**src/design/cfb_pkg.sv**
```systemverilog
// Shared types and constants for the command frame builder.
`timescale 1ns / 1ps
`default_nettype none
package cfb_pkg;

  localparam int unsigned MAX_PAYLOAD_DEF = 58;
  localparam int unsigned QUEUE_DEPTH_DEF = 4;

  localparam logic [7:0] START_MARKER_RST = 8'h02;
  localparam logic [7:0] END_MARKER_RST   = 8'h03;
  localparam logic [7:0] LEN_OVERHEAD     = 8'd2;
  localparam logic [7:0] CHK_BASE         = 8'hFF;

  // configuration register indexes
  localparam logic CFG_START_MARKER = 1'b0;
  localparam logic CFG_END_MARKER   = 1'b1;

  // input command codes
  localparam logic CMD_OPEN = 1'b0;
  localparam logic CMD_DATA = 1'b1;

  // beat positions within a frame; a payload job begins at STEP_DATA
  localparam logic [2:0] STEP_START = 3'd0;
  localparam logic [2:0] STEP_LEN   = 3'd1;
  localparam logic [2:0] STEP_ID    = 3'd2;
  localparam logic [2:0] STEP_DATA  = 3'd3;
  localparam logic [2:0] STEP_CHK   = 3'd4;
  localparam logic [2:0] STEP_END   = 3'd5;

  typedef enum logic [1:0] {
    JOB_REJECT,
    JOB_HEADER,
    JOB_PAYLOAD
  } job_kind_e;

  typedef struct packed {
    job_kind_e  kind;
    logic       trailer;
    logic [7:0] data;
    logic [7:0] len;
    logic [7:0] id;
    logic [7:0] chk;
  } job_t;

endpackage
`default_nettype wire

```
**src/design/cfb_front.sv**
```systemverilog
// Front end: accepts input beats, tracks frame state and classifies each beat into a job.
`timescale 1ns / 1ps
`default_nettype none
module cfb_front #(
  parameter int unsigned MAX_PAYLOAD = cfb_pkg::MAX_PAYLOAD_DEF
) (
  input  wire logic          clk_i,
  input  wire logic          rst_ni,
  input  wire logic          accept_i,
  input  wire logic          command_i,
  input  wire logic [7:0]    cmd_code_i,
  input  wire logic [5:0]    payload_length_i,
  input  wire logic [7:0]    payload_byte_i,
  output cfb_pkg::job_t      job_o
);

  localparam logic [7:0] MaxLen = 8'(MAX_PAYLOAD);

  logic [7:0] msg_q, msg_d;
  logic [7:0] sum_q, sum_d;
  logic [5:0] left_q, left_d;
  logic       open_q, open_d;

  logic [7:0] len8;
  logic [7:0] sum_new;
  logic [5:0] left_dec;

  assign len8     = {2'b00, payload_length_i};
  assign left_dec = left_q - 6'd1;

  always_comb begin
    msg_d         = msg_q;
    sum_d         = sum_q;
    left_d        = left_q;
    open_d        = open_q;
    sum_new       = sum_q;
    job_o.kind    = cfb_pkg::JOB_REJECT;
    job_o.trailer = 1'b0;
    job_o.data    = payload_byte_i;
    job_o.len     = cfb_pkg::LEN_OVERHEAD + len8;
    job_o.id      = msg_q;
    job_o.chk     = cfb_pkg::CHK_BASE;
    if (command_i == cfb_pkg::CMD_OPEN) begin
      if (len8 <= MaxLen) begin
        // a new start abandons any unfinished frame
        sum_new    = msg_q + cmd_code_i;
        msg_d      = msg_q + 8'd1;
        sum_d      = sum_new;
        job_o.kind = cfb_pkg::JOB_HEADER;
        job_o.data = cmd_code_i;
        if (payload_length_i == 6'd0) begin
          job_o.trailer = 1'b1;
          open_d        = 1'b0;
          left_d        = 6'd0;
        end else begin
          open_d = 1'b1;
          left_d = payload_length_i;
        end
      end
    end else if (open_q && (left_q != 6'd0)) begin
      sum_new    = sum_q + payload_byte_i;
      sum_d      = sum_new;
      left_d     = left_dec;
      job_o.kind = cfb_pkg::JOB_PAYLOAD;
      if (left_dec == 6'd0) begin
        job_o.trailer = 1'b1;
        open_d        = 1'b0;
      end
    end
    job_o.chk = cfb_pkg::CHK_BASE - sum_new;
  end

  always_ff @(posedge clk_i or negedge rst_ni) begin
    if (!rst_ni) begin
      msg_q  <= '0;
      sum_q  <= '0;
      left_q <= '0;
      open_q <= 1'b0;
    end else if (accept_i) begin
      msg_q  <= msg_d;
      sum_q  <= sum_d;
      left_q <= left_d;
      open_q <= open_d;
    end
  end

endmodule
`default_nettype wire

```
**src/design/cfb_queue.sv**
```systemverilog
// Short job queue between the front end and the byte sequencer.
`timescale 1ns / 1ps
`default_nettype none
module cfb_queue #(
  parameter int unsigned QUEUE_DEPTH = cfb_pkg::QUEUE_DEPTH_DEF
) (
  input  wire logic          clk_i,
  input  wire logic          rst_ni,
  input  wire logic          push_i,
  input  wire cfb_pkg::job_t push_job_i,
  input  wire logic          pop_i,
  output cfb_pkg::job_t      head_job_o,
  output logic               full_o,
  output logic               empty_o
);

  localparam int unsigned PtrW = (QUEUE_DEPTH > 1) ? $clog2(QUEUE_DEPTH) : 1;
  localparam int unsigned CntW = $clog2(QUEUE_DEPTH + 1);
  localparam logic [PtrW-1:0] LastPtr = PtrW'(QUEUE_DEPTH - 1);
  localparam logic [CntW-1:0] FullCnt = CntW'(QUEUE_DEPTH);

  cfb_pkg::job_t   slots_q [QUEUE_DEPTH];
  logic [PtrW-1:0] wr_ptr_q, rd_ptr_q;
  logic [CntW-1:0] count_q;

  assign full_o     = (count_q == FullCnt);
  assign empty_o    = (count_q == '0);
  assign head_job_o = slots_q[rd_ptr_q];

  always_ff @(posedge clk_i) begin
    if (push_i) begin
      slots_q[wr_ptr_q] <= push_job_i;
    end
  end

  always_ff @(posedge clk_i or negedge rst_ni) begin
    if (!rst_ni) begin
      wr_ptr_q <= '0;
      rd_ptr_q <= '0;
      count_q  <= '0;
    end else begin
      if (push_i) begin
        wr_ptr_q <= (wr_ptr_q == LastPtr) ? '0 : wr_ptr_q + PtrW'(1);
      end
      if (pop_i) begin
        rd_ptr_q <= (rd_ptr_q == LastPtr) ? '0 : rd_ptr_q + PtrW'(1);
      end
      if (push_i && !pop_i) begin
        count_q <= count_q + CntW'(1);
      end else if (pop_i && !push_i) begin
        count_q <= count_q - CntW'(1);
      end
    end
  end

endmodule
`default_nettype wire

```
**src/design/cfb_back.sv**
```systemverilog
// Back end: expands queued jobs into output beats through an output register.
`timescale 1ns / 1ps
`default_nettype none
module cfb_back (
  input  wire logic          clk_i,
  input  wire logic          rst_ni,
  input  wire cfb_pkg::job_t head_job_i,
  input  wire logic          empty_i,
  output logic               pop_o,
  input  wire logic [7:0]    start_marker_i,
  input  wire logic [7:0]    end_marker_i,
  output logic               out_valid_o,
  input  wire logic          out_stall_i,
  output logic [7:0]         out_byte_o,
  output logic               frame_end_o,
  output logic               rejected_o
);

  logic [2:0] step_q, step_d;
  logic [2:0] pos;
  logic [2:0] last_pos;
  logic       issue;
  logic       last;
  logic       out_valid_q;
  logic [7:0] byte_q, byte_d;
  logic       fend_q, fend_d;
  logic       rej_q, rej_d;

  assign issue = !empty_i && (!out_valid_q || !out_stall_i);

  // position within the frame: payload jobs start at the data slot
  always_comb begin
    pos      = step_q;
    last_pos = head_job_i.trailer ? cfb_pkg::STEP_END : cfb_pkg::STEP_DATA;
    case (head_job_i.kind)
      cfb_pkg::JOB_PAYLOAD: pos = cfb_pkg::STEP_DATA + step_q;
      default:              pos = step_q;
    endcase
    last = (head_job_i.kind == cfb_pkg::JOB_REJECT) || (pos == last_pos);
  end

  always_comb begin
    byte_d = head_job_i.data;
    fend_d = 1'b0;
    rej_d  = 1'b0;
    if (head_job_i.kind == cfb_pkg::JOB_REJECT) begin
      byte_d = 8'h00;
      rej_d  = 1'b1;
    end else begin
      case (pos)
        cfb_pkg::STEP_START: byte_d = start_marker_i;
        cfb_pkg::STEP_LEN:   byte_d = head_job_i.len;
        cfb_pkg::STEP_ID:    byte_d = head_job_i.id;
        cfb_pkg::STEP_DATA:  byte_d = head_job_i.data;
        cfb_pkg::STEP_CHK:   byte_d = head_job_i.chk;
        cfb_pkg::STEP_END: begin
          byte_d = end_marker_i;
          fend_d = 1'b1;
        end
        default:             byte_d = head_job_i.data;
      endcase
    end
  end

  always_comb begin
    step_d = step_q;
    pop_o  = 1'b0;
    if (issue) begin
      if (last) begin
        step_d = 3'd0;
        pop_o  = 1'b1;
      end else begin
        step_d = step_q + 3'd1;
      end
    end
  end

  always_ff @(posedge clk_i or negedge rst_ni) begin
    if (!rst_ni) begin
      step_q      <= '0;
      out_valid_q <= 1'b0;
    end else begin
      step_q <= step_d;
      if (issue) begin
        out_valid_q <= 1'b1;
      end else if (!out_stall_i) begin
        out_valid_q <= 1'b0;
      end
    end
  end

  // hold the beat while stalled
  always_ff @(posedge clk_i) begin
    if (issue) begin
      byte_q <= byte_d;
      fend_q <= fend_d;
      rej_q  <= rej_d;
    end
  end

  assign out_valid_o = out_valid_q;
  assign out_byte_o  = byte_q;
  assign frame_end_o = fend_q;
  assign rejected_o  = rej_q;

endmodule
`default_nettype wire

```
**src/design/command_frame_builder.sv**
```systemverilog
// Each input beat is registered in the job queue, then in the output register.
// Throughput: one input beat per cycle while the job queue has room; one output
// beat per cycle from the sequencer when not stalled (header 4, trailer 2, payload 1,
// reject 1 beats); the sequencer's single-beat output register sets the output rate.
// Reset clears frame state, message counter, queue and output valid; markers
// return to their defaults.
`timescale 1ns / 1ps
`default_nettype none
module command_frame_builder #(
  parameter int unsigned MAX_PAYLOAD = cfb_pkg::MAX_PAYLOAD_DEF,
  parameter int unsigned QUEUE_DEPTH = cfb_pkg::QUEUE_DEPTH_DEF
) (
  input  wire logic       clk_i,
  input  wire logic       rst_ni,
  input  wire logic       cfg_we_i,
  input  wire logic       cfg_idx_i,
  input  wire logic [7:0] cfg_wdata_i,
  input  wire logic       in_valid_i,
  output logic            in_stall_o,
  input  wire logic       command_i,
  input  wire logic [7:0] cmd_code_i,
  input  wire logic [5:0] payload_length_i,
  input  wire logic [7:0] payload_byte_i,
  output logic            out_valid_o,
  input  wire logic       out_stall_i,
  output logic [7:0]      out_byte_o,
  output logic            frame_end_o,
  output logic            rejected_o
);

  logic [7:0]    start_marker_q;
  logic [7:0]    end_marker_q;
  logic          accept;
  logic          full;
  logic          empty;
  logic          pop;
  cfb_pkg::job_t new_job;
  cfb_pkg::job_t head_job;

  assign in_stall_o = full;
  assign accept     = in_valid_i && !full;

  always_ff @(posedge clk_i or negedge rst_ni) begin
    if (!rst_ni) begin
      start_marker_q <= cfb_pkg::START_MARKER_RST;
      end_marker_q   <= cfb_pkg::END_MARKER_RST;
    end else if (cfg_we_i) begin
      case (cfg_idx_i)
        cfb_pkg::CFG_START_MARKER: start_marker_q <= cfg_wdata_i;
        cfb_pkg::CFG_END_MARKER:   end_marker_q   <= cfg_wdata_i;
        default:                   start_marker_q <= start_marker_q;
      endcase
    end
  end

  cfb_front #(
    .MAX_PAYLOAD(MAX_PAYLOAD)
  ) u_front (
    .clk_i            (clk_i),
    .rst_ni           (rst_ni),
    .accept_i         (accept),
    .command_i        (command_i),
    .cmd_code_i       (cmd_code_i),
    .payload_length_i (payload_length_i),
    .payload_byte_i   (payload_byte_i),
    .job_o            (new_job)
  );

  cfb_queue #(
    .QUEUE_DEPTH(QUEUE_DEPTH)
  ) u_queue (
    .clk_i      (clk_i),
    .rst_ni     (rst_ni),
    .push_i     (accept),
    .push_job_i (new_job),
    .pop_i      (pop),
    .head_job_o (head_job),
    .full_o     (full),
    .empty_o    (empty)
  );

  cfb_back u_back (
    .clk_i          (clk_i),
    .rst_ni         (rst_ni),
    .head_job_i     (head_job),
    .empty_i        (empty),
    .pop_o          (pop),
    .start_marker_i (start_marker_q),
    .end_marker_i   (end_marker_q),
    .out_valid_o    (out_valid_o),
    .out_stall_i    (out_stall_i),
    .out_byte_o     (out_byte_o),
    .frame_end_o    (frame_end_o),
    .rejected_o     (rejected_o)
  );

endmodule
`default_nettype wire

```
**config.mk**
```make
export PLATFORM = sky130hd
export DESIGN_NAME = command_frame_builder
export DESIGN_NICKNAME = d
export VERILOG_FILES = /design/src/design/cfb_pkg.sv /design/src/design/cfb_front.sv /design/src/design/cfb_queue.sv /design/src/design/cfb_back.sv /design/src/design/command_frame_builder.sv
export SDC_FILE = /design/constraint.sdc
export NUM_CORES = 1
export LEC_CHECK = 0
export ABC_AREA = 1
export BUFFER_PORTS_ARGS = -buffer_cell sky130_fd_sc_hd__buf_2
export CORE_MARGIN = 5
export CORE_UTILIZATION = 53
export DETAILED_ROUTE_END_ITERATION = 12
export PLACE_DENSITY = 0.69
export SLEW_MARGIN = 20
export SYNTH_ARGS = -nofsm -noshare
export SYNTH_HDL_FRONTEND = slang
export SYNTH_SLANG_ARGS = --single-unit
```
**constraint.sdc**
```tcl
create_clock -name clk_i -period 5.36 [get_ports clk_i]
set_input_delay 0.268 -clock clk_i [delete_from_list [all_inputs] [get_ports clk_i]]
set_output_delay 0.268 -clock clk_i [all_outputs]
set_load 0.005 [all_outputs]
```
# ---- Word level (Yosys, flattened, before mapping)
# Memories as Yosys holds them, arrays and structs flattened.
# Cells that the tools add are included.
dict set report op_classes {
  n_addsub 12
  n_lt_le_gt_ge 1
  eq_ne 12
  n_mux 34
  bitwise_logic 2
  n_reduce_logical 26
}
# operator count
set ops {}
lappend ops {{$pmux W8 S5} 1}
lappend ops {{$mux W8} 4}
lappend ops {{$mux W6} 4}
lappend ops {{$mux W3} 7}
lappend ops {{$add A8 B8 Y8} 2}
lappend ops {{$mux W1} 15}
lappend ops {{$logic_not A6 Y1} 2}
lappend ops {{$mux W10} 1}
lappend ops {{$eq A3 B3 Y1 const B} 3}
lappend ops {{$add A8 B1 Y8 const B} 1}
lappend ops {{$sub A8 B8 Y8 const A} 1}
lappend ops {{$add A2 B6 Y7 const A} 1}
lappend ops {{$add A3 B1 Y3 const B} 2}
lappend ops {{$eq A2 B2 Y1 const B} 3}
lappend ops {{$le A6 B6 Y1 const B} 1}
lappend ops {{$logic_not A1 Y1} 6}
lappend ops {{$logic_not A3 Y1} 2}
lappend ops {{$ne A2 B1 Y1 const B} 3}
lappend ops {{$reduce_and A3 Y1} 2}
lappend ops {{$reduce_bool A6 Y1} 1}
lappend ops {{$sub A6 B1 Y6 const B} 1}
lappend ops {{$logic_and A1 B1 Y1} 5}
lappend ops {{$add A2 B1 Y2 const B} 2}
lappend ops {{$mux W2} 2}
lappend ops {{other kinds (11)} 15}
dict set report word_totals {
  ff_bits 60
  ram_bits 136
  in_bits 37
  out_inout_bits 12
  elab_cells 102
  n_memories 1
}
# name words width rd rd_clocked_by_memory_dff wr line_no
set memory_table {}
lappend memory_table {u_queue.slots_q 4 34 1 0 1 cfb_queue.sv:22} ;# cfb_pkg::job_t slots_q [QUEUE_DEPTH];

# ---- Longest topological paths before layout
# Gate-level depths: netlist of run 1.
# An unclocked memory read counts as a cell.
dict set report logic_depth {
  word_depth 10
  mapped_depth 18
  depth_no_buf 17
}

# ---- By module
# A second synthesis of run 1 with hierarchy kept.
dict set report hier_totals {
  hier_cells 1035
  hier_area_um2 10176.0
}
# module instances cells_each area_per_inst_um2
set modules_own_cells {}
lappend modules_own_cells {cfb_queue 1 459 6057.1}
lappend modules_own_cells {cfb_front 1 327 2214.6}
lappend modules_own_cells {cfb_back 1 177 1242.4}
lappend modules_own_cells {command_frame_builder 1 72 661.9}

# ---- Worst setup path after synthesis of run 1
# OpenSTA, ideal clock, no wires.
dict set report synth_timing {
  kind {register -> register}
  start {register u_queue.count_q[0]}
  end {memory u_queue.slots_q[0][0] (netlist name) (enable)}
  setup_time_ns 0.425
  arrival_ns 2.560
  required_time_ns 4.935
  slack_ns 2.375
  path_stages_with_launch 6
  path_buffers 1
  synth_period_minus_slack_ns 2.985
  cell_sequence {dfrtp_1 -> nor3_1 -> nor2_2 -> inv_1 -> clkbuf_1 -> nor2_1}
}
dict set report synth_via {
  elab_chain_cells 5
}
# item line_no
set synth_rtl {}
lappend synth_rtl {{from (decl)} cfb_queue.sv:24} ;# logic [CntW-1:0] count_q;
lappend synth_rtl {{from (signal assigned)} cfb_queue.sv:49} ;# count_q <= count_q + CntW'(1);
lappend synth_rtl {{from (signal assigned)} cfb_queue.sv:51} ;# count_q <= count_q - CntW'(1);
lappend synth_rtl {{$eq A3 B3 Y1} cfb_queue.sv:26} ;# assign full_o = (count_q == FullCnt);
lappend synth_rtl {{named net in_stall_o} command_frame_builder.sv:19} ;# output logic in_stall_o,
lappend synth_rtl {{$logic_not A1 Y1} command_frame_builder.sv:41} ;# assign accept = in_valid_i && !full;
lappend synth_rtl {{$logic_and A1 B1 Y1} command_frame_builder.sv:41}
lappend synth_rtl {{named net accept} command_frame_builder.sv:33} ;# logic accept;
lappend synth_rtl {{$mux W1} cfb_queue.sv:31} ;# if (push_i) begin
lappend synth_rtl {{$mux W1 (implied by the code)} cfb_queue.sv:32} ;# slots_q[wr_ptr_q] <= push_job_i;
lappend synth_rtl {{to (decl)} cfb_queue.sv:22}
# The timed path passes the listed nets, and every way through them passes these cells.

# ---- Worst setup path in the final report of run 1
dict set report layout_timing {
  start {register u_queue.rd_ptr_q[0]}
  end {register u_queue.count_q[2]}
}
dict set report layout_via {
  elab_chain_cells 10
  elab_cells_between_ends 14
}
# item line_no
set layout_rtl {}
lappend layout_rtl {{from (decl)} cfb_queue.sv:23} ;# logic [PtrW-1:0] wr_ptr_q, rd_ptr_q;
lappend layout_rtl {{from (signal assigned)} cfb_queue.sv:46} ;# rd_ptr_q <= (rd_ptr_q == LastPtr) ? '0 : rd_ptr_q + PtrW'(1);
lappend layout_rtl {{$mem_v2 Z4 W34 (*)} --}
lappend layout_rtl {{$eq A2 B2 Y1} cfb_back.sv:35} ;# case (head_job_i.kind)
lappend layout_rtl {{$mux W3} cfb_back.sv:35}
lappend layout_rtl {{$eq A3 B3 Y1} cfb_back.sv:39} ;# last = (head_job_i.kind == cfb_pkg::JOB_REJECT) || (pos == last_pos);
lappend layout_rtl {{$logic_or A1 B1 Y1 (*)} cfb_back.sv:39}
lappend layout_rtl {{$mux W1 (*)} cfb_back.sv:69} ;# if (last) begin
lappend layout_rtl {{$mux W1 (*)} cfb_back.sv:68} ;# if (issue) begin
lappend layout_rtl {{$logic_not A1 Y1} cfb_queue.sv:48} ;# if (push_i && !pop_i) begin
lappend layout_rtl {{$logic_and A1 B1 Y1} cfb_queue.sv:48}
lappend layout_rtl {{$mux W3 / $reduce_bool A2 Y1 (equally long branches)} --}
# Every way passes the cells marked *; elsewhere a longest branch is shown, timed or not.
# A chain may end at the register's enable or synchronous reset.

==> metrics, run 1 <==
run status=complete, no violations; crit-path most repeated cell=nand2_4; Die Ht=143 µm; Final Critical Period=3.34 ns; routability-driven placement congestion ratio=0.873; hold crit path type=input port to flip-flop; # DRC=0; register area=0.00564 mm²; Peak Freq=0.299 GHz; drt total wl=20,700 µm; WS Path Type=flip-flop to flip-flop; RSZ-0062 raised after global routing=false; Core Area=0.0173 mm²; Reg clk slew, reported paths=0.07 ns; vias in the first global route=6,322; placed cell areas=0.00972 mm²; MaxCap Viol Count=0; Worst Path Buf+Inv=2; clk root buf=clkbuf_16; top-area cell type share of the netlist area=0.470; NetSw=2.59 mW; worst path required time=5.65 ns; via/cell ratio=5.64; CP max stage cell=buf_4; ys async rst share=0.255; design area=0.0104 mm²; Finish-stage setup viols=0; CP endpoint kind=flip-flop; Fillers=1,388; slowest stage delay, CP=0.54 ns; Final Cycle Share=0.623; Internal=3.71 mW; post-synthesis cell count=877; Post-Synthesis Cell Area=0.00933 mm²; number of synthesized register bits=196; Sequential Power Share=0.379; post-synthesis sequential area ratio=0.605; IO Count=49; Post-Synth Adder-Cell Area=0.0427; Simple-Gate Fraction of Synth Area=0.175; Clk pwr share=0.194; largest cells by area after synthesis=edfxtp_1, dfrtp_1, o21ai_0; complex-gate fraction of the synthesized area=0.104; ys flop type=edfxtp_1; initial antenna violation count=0; cell-by-cell trace of the critical path=buf_4 -> nand2_1 -> nand3_2 -> nand2_4 -> nand2_4 -> nand2_4 -> nand2_4 -> nand2_1 -> nand2_1 -> o21bai_4 -> nand2_2 -> ha_1 -> inv_1 -> fa_1 -> a21oi_1 -> o21ai_0 -> xor2_1; Post-synth EDFFs=146; final setup skew=0.0169 ns; Layout area overhead=11.4%; syn avg cell area=10.6 µm²; CP delay by family, top=simple AND/OR/NAND/NOR gates; Power Dens Cells=606 mW/mm²; Post-Syn Nets=944; Global Route Usage Sum=0.212; Pre-antenna DRT Iters=5; YS warnings=0; worst-margin pin slew=1.09 ns; via count=6,514; leakage=4.21 nW; fraction of power consumed by combinational cells=0.427; commonest non-fill, non-tap cell in the layout=edfxtp_1; Sw Share=0.411; std cell rows=48; Yosys top cell by area=edfxtp_1; setup_tns=0 ns; most frequent cells in the layout=edfxtp_1, nand2_1, o21ai_0; Unique masters post-synth=44; Multi-input gate area=0.00327 mm²; TritonCTS Sinks=196; # nets final=984; relative slew slack=0.272; I/O Buffers=48; detailed-route wire length per cell=17.9 µm; Fin. Hold Viols=0; Synth Area in XOR/XNOR=0.0235; die area=0.0204 mm²; Die Wd=143 µm; largest net degree at the start of global routing=72; CTS tree=yes; Peak supply drop=0.315 mV; crit start category=flip-flop; HPWL after DPL=13,700 µm; CP Max Fanout=71; final slew viol count=0; main combinational cell family by area after synthesis=simple AND/OR/NAND/NOR gates; H-tree levels=4; multiplexer share of the synthesized area=0.00241; 1st-iter DRT viols=455; n_diodes=0; first-pass GRT wire length=32,900 µm; fraction of layout cells with a size suffix above 1=0.141; CTS buffer count=17; Clk Latency, worst-skew pair=0.43 ns; Final ANT Viol Nets=0; GRT overflow=0; initial core utilization=0.539; Max clock buf depth=2; Critical Path AT=3.63 ns
-- final cells by class --
type	instances	area share
clock buffers	23	0.0491
clock inverters	9	0.00614
well taps	225	0.0271
inverters	71	0.0259
repair buffers	55	0.0342
multi-input cells	576	0.315
flip-flops and latches	196	0.543
-- worst register-to-register path: stages, from the launching register on --
cell	delay (ns)
dfrtp_2	0.38
buf_4	0.54
nand2_1	0.14
nand3_2	0.13
nand2_4	0.10
nand2_4	0.13
nand2_4	0.07
nand2_4	0.23
nand2_1	0.11
nand2_1	0.12
o21bai_4	0.12
nand2_2	0.09
ha_1	0.16
inv_1	0.07
fa_1	0.39
a21oi_1	0.15
o21ai_0	0.11
xor2_1	0.15
-- cells by family (layout without fill, tap and decap cells) --
logic type	count (synthesis)	in the layout
compound gates	174	174
xor+xnor	25	25
fa+ha+maj	30	30
buf+inv	105	158
flops	196	196
mux	2	2
simple gates	345	345
-- per-layer routing --
layer,track usage,share of wire,vias to the layer above
met1,0.300,0.45,3170
met5,0,0,-
met3,0.0399,0.059,23
met4,0.0655,0.019,0
li1,-,-,3143
met2,0.337,0.47,178
-- flip-flops by register name (all words and copies together), names as in the netlist, 6 cells and up --
signal,cells
end_marker_q,8
start_marker_q,8
u_back.out_byte_o,8
u_front.left_q,6
u_front.msg_q,8
u_front.sum_q,8
u_queue.slots_q,136
-- path summary, 6_finish.rpt --
path,startpoint,to,slack [ns],cells after the start
max,u_queue.rd_ptr_q[0]$_DFFE_PN0P_,u_queue.count_q[2]$_DFFE_PN0P_,2.02,17
min,out_stall_i,u_back.out_valid_o$_DFFE_PN0P_,0.07,3
max reg2reg,u_queue.rd_ptr_q[0]$_DFFE_PN0P_,u_queue.count_q[2]$_DFFE_PN0P_,2.02,17
min reg2reg,start_marker_q[1]$_DFFE_PN1P_,start_marker_q[1]$_DFFE_PN1P_,0.49,2
max in group asynchronous,rst_ni,u_queue.rd_ptr_q[0]$_DFFE_PN0P_,4.36,3
min in group asynchronous,rst_ni,u_queue.count_q[1]$_DFFE_PN0P_,0.52,3
-- power by group through the flow --
stage	clock network (mW)	logic (mW)	registers [mW]
2_1_floorplan	0	1.99	2.37
3_3_place_gp	0	2.57	2.41
3_5_place_dp	0	2.63	2.42
4_1_cts	1.24	2.64	2.39
5_1_grt	1.30	2.98	2.43
6_report	1.22	2.69	2.39
-- through the flow --
| step | util | hold slack (ns) | power (mW) | setup slack [ns] | instances |
|---|---|---|---|---|---|
| after floorplan | - | -0.0276 | 4.35 | 2.38 | 877 |
| after global placement | 0.562 | 0.435 | 4.98 | 2.24 | 1119 |
| after detailed placement | 0.562 | 0.429 | 5.05 | 2.06 | 1119 |
| after CTS | 0.596 | 0.0575 | 6.28 | 2.04 | 1152 |
| after global routing | 0.601 | 0.0787 | 6.71 | 1.80 | 1155 |
| final | 0.601 | 0.0719 | 6.29 | 2.02 | 1155 |
-- cells in the mapped netlist, types with 10 or more instances --
| cell | count |
|---|---|
| a21oi_1 | 13 |
| clkbuf_1 | 22 |
| dfrtp_1 | 47 |
| edfxtp_1 | 146 |
| ha_1 | 27 |
| inv_1 | 67 |
| nand2_1 | 131 |
| nand2_4 | 10 |
| nand3_1 | 67 |
| nand3_2 | 10 |
| nand4_1 | 14 |
| nor2_1 | 95 |
| o21ai_0 | 101 |
| o22ai_1 | 39 |
| xor2_1 | 18 |
-- repair_timing --
item | 4_1_cts | 5_1_grt
hold buffers | 1 | 0
buffers inserted | 0 | 0
endpoints found under the hold margin | 47 | 0
endpoints found under the setup margin | 0 | 0
resized for setup | 0 | 0
(Power assumes the default switching activity.)
==> run 2, diff against run 1 <==
--- a/config.mk
+++ b/config.mk
@@ -5,7 +5,7 @@
 export SDC_FILE = /design/constraint.sdc
 export NUM_CORES = 1
 export LEC_CHECK = 0
-export ABC_AREA = 1
+export ABC_AREA = 0
 export BUFFER_PORTS_ARGS = -buffer_cell sky130_fd_sc_hd__buf_2
 export CORE_MARGIN = 5
 export CORE_UTILIZATION = 53
==> constraint.sdc (replaced) <==
create_clock -name clk_i -period 3.4 [get_ports clk_i]
set_input_delay 0.17 -clock clk_i [delete_from_list [all_inputs] [get_ports clk_i]]
set_output_delay 0.17 -clock clk_i [all_outputs]
set_load 0.005 [all_outputs]
==> metrics, run 2 <==
run status=complete, no violations; drt total wl=19,200 µm; GR Util met2=0.320; Peak Freq=0.330 GHz; Internal=6.38 mW; fraction of power consumed by combinational cells=0.384; Fillers=1,361; HPWL after DPL=13,500 µm; Die Wd=142 µm; die area=0.0201 mm²; Commonest cells post-synth=edfxtp_1, nand2_1, dfrtp_1, mux4_2, ha_1; Unique masters post-synth=63; Global Route Usage Sum=0.204; Post-synth EDFFs=146; MaxCap Viol Count=0; Layout area overhead=13.8%; Post-Syn Nets=706; Finish-stage setup viols=0; post-synthesis sequential area ratio=0.612; # DRC=0; WS Path Type=flip-flop to flip-flop; NetSw=3.32 mW; vias in the first global route=5,688; routability-driven placement congestion ratio=0.915; initial core utilization=0.537; final core occ=0.611; Final ANT Viol Nets=0; detailed-route wire length per cell=20.3 µm; IO Count=49; YS warnings=0; Die Ht=142 µm; initial antenna violation count=0; crit start category=flip-flop; worst-margin pin slew=0.920 ns; CTS buffer count=17; Reg clk slew, reported paths=0.07 ns; relative slew slack=0.384; Max clock buf depth=2; Clk pwr share=0.223; Most Crowded Layer GR=met2; Post-Synthesis Cell Area=0.00922 mm²; Most flops, register=u_queue.slots_q; setup_tns=0 ns; CP max stage cell=dfrtp_1; Yosys top cell by area=edfxtp_1; largest net degree at the start of global routing=35; H-tree levels=4; first-pass GRT wire length=31,100 µm; syn avg cell area=14.4 µm²; Final Cycle Share=0.892; Sequential Power Share=0.393; ys async rst share=0.255; max reg flops=136; cell-by-cell trace of the critical path=inv_1 -> ha_1 -> xnor2_1 -> or3_1 -> a211oi_2 -> a311o_2 -> nand2_4 -> ha_1 -> inv_1 -> fa_1 -> mux2_2; hold crit path type=input port to flip-flop; RSZ-0062 raised after global routing=false; via/cell ratio=5.85; Fin. Hold Viols=0; ys flop type=edfxtp_1; Peak supply drop=0.504 mV; top-area cell type share of the netlist area=0.476; # nets final=777; CTS tree=yes; slowest stage delay, CP=0.44 ns; via count=5,547; Pre-antenna DRT Iters=5; number of synthesized register bits=196; GR Layer Usage met3=0.0442; leakage=3.93 nW; CP Max Fanout=7; Power Dens Cells=925 mW/mm²; TritonCTS Sinks=196; overall power=9.70 mW; CP endpoint kind=flip-flop; post-synthesis cell count=639; routing usage on met1=0.293; I/O Buffers=48; worst path required time=3.72 ns; Setup Fix Bufs, Post-CTS=0; Clk Latency, worst-skew pair=0.43 ns; most frequent cells in the layout=edfxtp_1, nand2_1, buf_2; largest cells by area after synthesis=edfxtp_1, dfrtp_1, mux4_2; final setup skew=0.0101 ns; Core Area=0.0172 mm²; final slew viol count=0; clk root buf=clkbuf_16; commonest non-fill, non-tap cell in the layout=edfxtp_1; Critical Path AT=3.35 ns; count leader, synth=edfxtp_1; Final Critical Period=3.03 ns; fraction of layout cells with a size suffix above 1=0.225; cts repair resizes=0; 1st-iter DRT viols=579; std cell rows=48; n_diodes=0; GRT overflow=0; Sw Share=0.342
==> run 2: changes by cell type after synthesis, sizes merged, moves of 14 or more <==
| cell | previous run | this run |
|---|---|---|
| nand2 | 145 | 50 |
| o21ai | 108 | 32 |
| nor2 | 100 | 26 |
| nand3 | 77 | 10 |
| inv | 70 | 21 |
| mux4 | 0 | 32 |
| o22ai | 39 | 12 |
| mux2 | 2 | 27 |
| mux2i | 0 | 14 |
==> run 2: power groups by stage <==
stage | clock network (mW) | registers [mW] | logic (mW)
after global placement | 0 | 3.81 | 3.63
after CTS | 2.20 | 3.82 | 3.76
final | 2.16 | 3.82 | 3.72
after detailed placement | 0 | 3.86 | 3.73
after floorplan | 0 | 3.76 | 2.76
after global routing | 2.31 | 3.89 | 4.12
==> run 2: cells by family after synthesis <==
| kind of cell | synth area share |
|---|---|
| muxes | 0.128 |
| AOI/OAI and AO/OA | 0.0854 |
| and+or+nand+nor | 0.0820 |
| adders and majority gates | 0.0432 |
| buffers and inverters | 0.0190 |
| xor gates and xnor gates | 0.0303 |
| DFF | 0.612 |
==> run 2: repair_timing <==
item | 4_1_cts | 5_1_grt
hold buffers | 10 | 0
hold endpoints to repair | 43 | 0
setup endpoints to repair | 0 | 0
==> run 2: final cells by class <==
| type | count | area, µm² | area share |
|---|---|---|---|
| Tap cell | 225 | 282 | 0.0268 |
| Sequential cell | 196 | 5640 | 0.538 |
| Inverter | 21 | 78.8 | 0.00751 |
| Clock inverter | 12 | 204 | 0.0194 |
| Timing Repair Buffer | 72 | 445 | 0.0425 |
| Multi-Input combinational cell | 402 | 3400 | 0.324 |
| Clock buffer | 20 | 437 | 0.0416 |
==> run 2: final timing paths <==
path | slack [ns] | start | to | depth (start not counted)
worst min-delay path | 0.06 | payload_length_i[0] | u_queue.slots_q[3][16]$_DFFE_PP_ | 1
min in group asynchronous | 0.33 | rst_ni | u_back.step_q[2]$_DFFE_PN0P_ | 2
worst max-delay path | 0.37 | u_back.step_q[1]$_DFFE_PN0P_ | u_queue.count_q[1]$_DFFE_PN0P_ | 11
max in group asynchronous | 2.27 | rst_ni | u_front.msg_q[2]$_DFFE_PN0P_ | 3
worst max register to register | 0.37 | u_back.step_q[1]$_DFFE_PN0P_ | u_queue.count_q[1]$_DFFE_PN0P_ | 11
worst min register to register | 0.49 | u_queue.count_q[2]$_DFFE_PN0P_ | u_queue.count_q[2]$_DFFE_PN0P_ | 1
==> run 2: critical path, delay by kind of cell (launching register included) <==
kind / cells / cell delay, ns
fa+ha+maj: 3 / 0.91
compound gates: 2 / 0.48
flops: 1 / 0.44
simple gates: 2 / 0.43
mux: 1 / 0.27
buf+inv: 2 / 0.19
xor+xnor: 1 / 0.19
==> run 2: stage by stage <==
stage / hold WS (ns) / worst slack (ns) / instance area, µm² / cells
2_1_floorplan: -0.126 / 0.522 / 9220 / 639
3_3_place_gp: 0.270 / 0.496 / 9750 / 906
3_5_place_dp: 0.275 / 0.366 / 9750 / 906
4_1_cts: 0.0289 / 0.357 / 10500 / 948
5_1_grt: 0.0382 / 0.216 / 10500 / 948
6_report: 0.0624 / 0.367 / 10500 / 948
==> run 2: metal layers <==
metal  wire length (µm)  vias up  part of all wire
met3               1090       25             0.056
met2               9150      159              0.48
li1                   -     2603                 -
met5                  0        -                 0
met4                271        0             0.014
met1               8740     2760              0.45
==> run 3, diff against run 2 <==
--- a/config.mk
+++ b/config.mk
@@ -7,9 +7,9 @@
 export LEC_CHECK = 0
 export ABC_AREA = 0
 export BUFFER_PORTS_ARGS = -buffer_cell sky130_fd_sc_hd__buf_2
-export CORE_MARGIN = 5
 export CORE_UTILIZATION = 53
 export DETAILED_ROUTE_END_ITERATION = 12
+export MAX_ROUTING_LAYER = met4
 export PLACE_DENSITY = 0.69
 export SLEW_MARGIN = 20
 export SYNTH_ARGS = -nofsm -noshare
==> metrics, run 3 (synthesized netlist as in run 2, its figures left out) <==
register area=0.00564 mm²; leakage=3.91 nW; cts repair resizes=0; relative slew slack=0.361; slowest stage delay, CP=0.46 ns; vias in the first global route=5,674; WS Path Type=flip-flop to flip-flop; Post-Place Setup Slack=0.401 ns; Most flops, register=u_queue.slots_q; run status=complete, no violations; Critical Path AT=3.41 ns; Power Dens Cells=911 mW/mm²; CP Max Fanout=7; clk root buf=clkbuf_16; setup_tns=0 ns; Sequential Power Share=0.401; Layout area overhead=13.1%; I/O Buffers=48; fraction of power consumed by combinational cells=0.396; hold crit path type=input port to flip-flop; routability-driven placement congestion ratio=0.854; CTS buffer count=17; Clk Latency, worst-skew pair=0.43 ns; drt total wl=19,200 µm; Die Ht=134 µm; via/cell ratio=5.98; MaxCap Viol Count=0; Peak Freq=0.327 GHz; n_diodes=0; worst-margin pin slew=0.952 ns; fraction of layout cells with a size suffix above 1=0.228; CP endpoint kind=flip-flop; Finish-stage setup viols=0; Global Route Usage Sum=0.238; final slew viol count=0; Die Wd=134 µm; via count=5,644; crit start category=flip-flop; Fin. Hold Viols=0; initial core utilization=0.550; Fillers=1,230; NetSw=3.39 mW; Core Area=0.0168 mm²; Final ANT Viol Nets=0; GRT overflow=0; Clk pwr share=0.203; Setup Fix Bufs, Post-CTS=0; Final Cycle Share=0.901; TritonCTS Sinks=196; Multi-input gate area=0.00340 mm²; cell-by-cell trace of the critical path=inv_1 -> ha_1 -> xnor2_1 -> or3_1 -> a211oi_2 -> a311o_2 -> nand2_4 -> ha_1 -> inv_1 -> fa_1 -> xor2_1 -> nor2_1 -> xor2_1; IO Count=49; # DRC=0; Setup WS post-layout=0.338 ns; die area=0.0179 mm²; # nets final=778; detailed-route wire length per cell=20.3 µm; Reg clk slew, reported paths=0.07 ns; CP max stage cell=dfrtp_1; worst path required time=3.74 ns; Peak supply drop=0.425 mV; Final Critical Period=3.06 ns; CP delay by family, top=adder cells; final setup skew=0.0137 ns; commonest non-fill, non-tap cell in the layout=edfxtp_1; Max clock buf depth=2; largest net degree at the start of global routing=35; CTS tree=yes; HPWL after DPL=13,600 µm; Pre-antenna DRT Iters=5; max reg flops=136; initial antenna violation count=0; first-pass GRT wire length=30,400 µm; most frequent cells in the layout=edfxtp_1, nand2_1, buf_2; 1st-iter DRT viols=494; RSZ-0062 raised after global routing=false; std cell rows=47; H-tree levels=4; Worst Path Buf+Inv=2; Internal=6.11 mW; Sw Share=0.357
[run 3: what timing repair did]
| item | 4_1_cts | 5_1_grt |
|---|---|---|
| hold endpoints to repair | 35 | 0 |
| endpoints found under the setup margin | 0 | 0 |
| hold buffers | 10 | 0 |
[run 3: power by group through the flow]
stage / Sequential [mW] / Combinational [mW] / Clock (mW)
after CTS: 3.81 / 3.78 / 1.96
after global routing: 3.88 / 4.11 / 2.06
final: 3.81 / 3.76 / 1.93
after detailed placement: 3.86 / 3.74 / 0
after floorplan: 3.76 / 2.76 / 0
after global placement: 3.80 / 3.67 / 0
[run 3: cell type report]
| cell class | count | share of cell area |
|---|---|---|
| Timing Repair Buffer | 73 | 0.0434 |
| Tap cell | 220 | 0.0264 |
| Inverter | 21 | 0.00756 |
| Clock buffer | 18 | 0.0412 |
| Clock inverter | 14 | 0.0142 |
| Sequential cell | 196 | 0.541 |
| Multi-Input combinational cell | 402 | 0.326 |
[run 3: worst paths after layout]
path / startpoint / endpoint / slack, ns / depth (start not counted)
max in group asynchronous: rst_ni / u_front.sum_q[2]$_DFFE_PN0P_ / 2.34 / 3
worst min-delay path: payload_length_i[0] / u_queue.slots_q[2][16]$_DFFE_PP_ / 0.05 / 1
worst min register to register: start_marker_q[5]$_DFFE_PN0P_ / start_marker_q[5]$_DFFE_PN0P_ / 0.50 / 1
min in group asynchronous: rst_ni / end_marker_q[2]$_DFFE_PN0P_ / 0.25 / 2
worst max-delay path: u_back.step_q[1]$_DFFE_PN0P_ / u_queue.count_q[2]$_DFFE_PN0P_ / 0.34 / 13
worst max register to register: u_back.step_q[1]$_DFFE_PN0P_ / u_queue.count_q[2]$_DFFE_PN0P_ / 0.34 / 13
[run 3: through the flow]
stage	utilization	instances	hold slack, ns	area (µm²)	total power [mW]
2_1_floorplan	-	639	-0.126	9220	6.51
3_3_place_gp	0.582	902	0.166	9750	7.47
3_5_place_dp	0.582	902	0.181	9750	7.60
4_1_cts	0.622	944	0.0313	10400	9.55
5_1_grt	0.622	944	0.0355	10400	10.1
6_report	0.622	944	0.0529	10400	9.50
[run 3: per-layer routing]
metal / wire length [µm] / global-route usage / vias to the layer above
li1: - / - / 2619
met1: 8600 / 0.313 / 2824
met2: 9400 / 0.379 / 178
met3: 984 / 0.0491 / 23
met4: 204 / 0.0644 / 0
met5: 0 / - / -
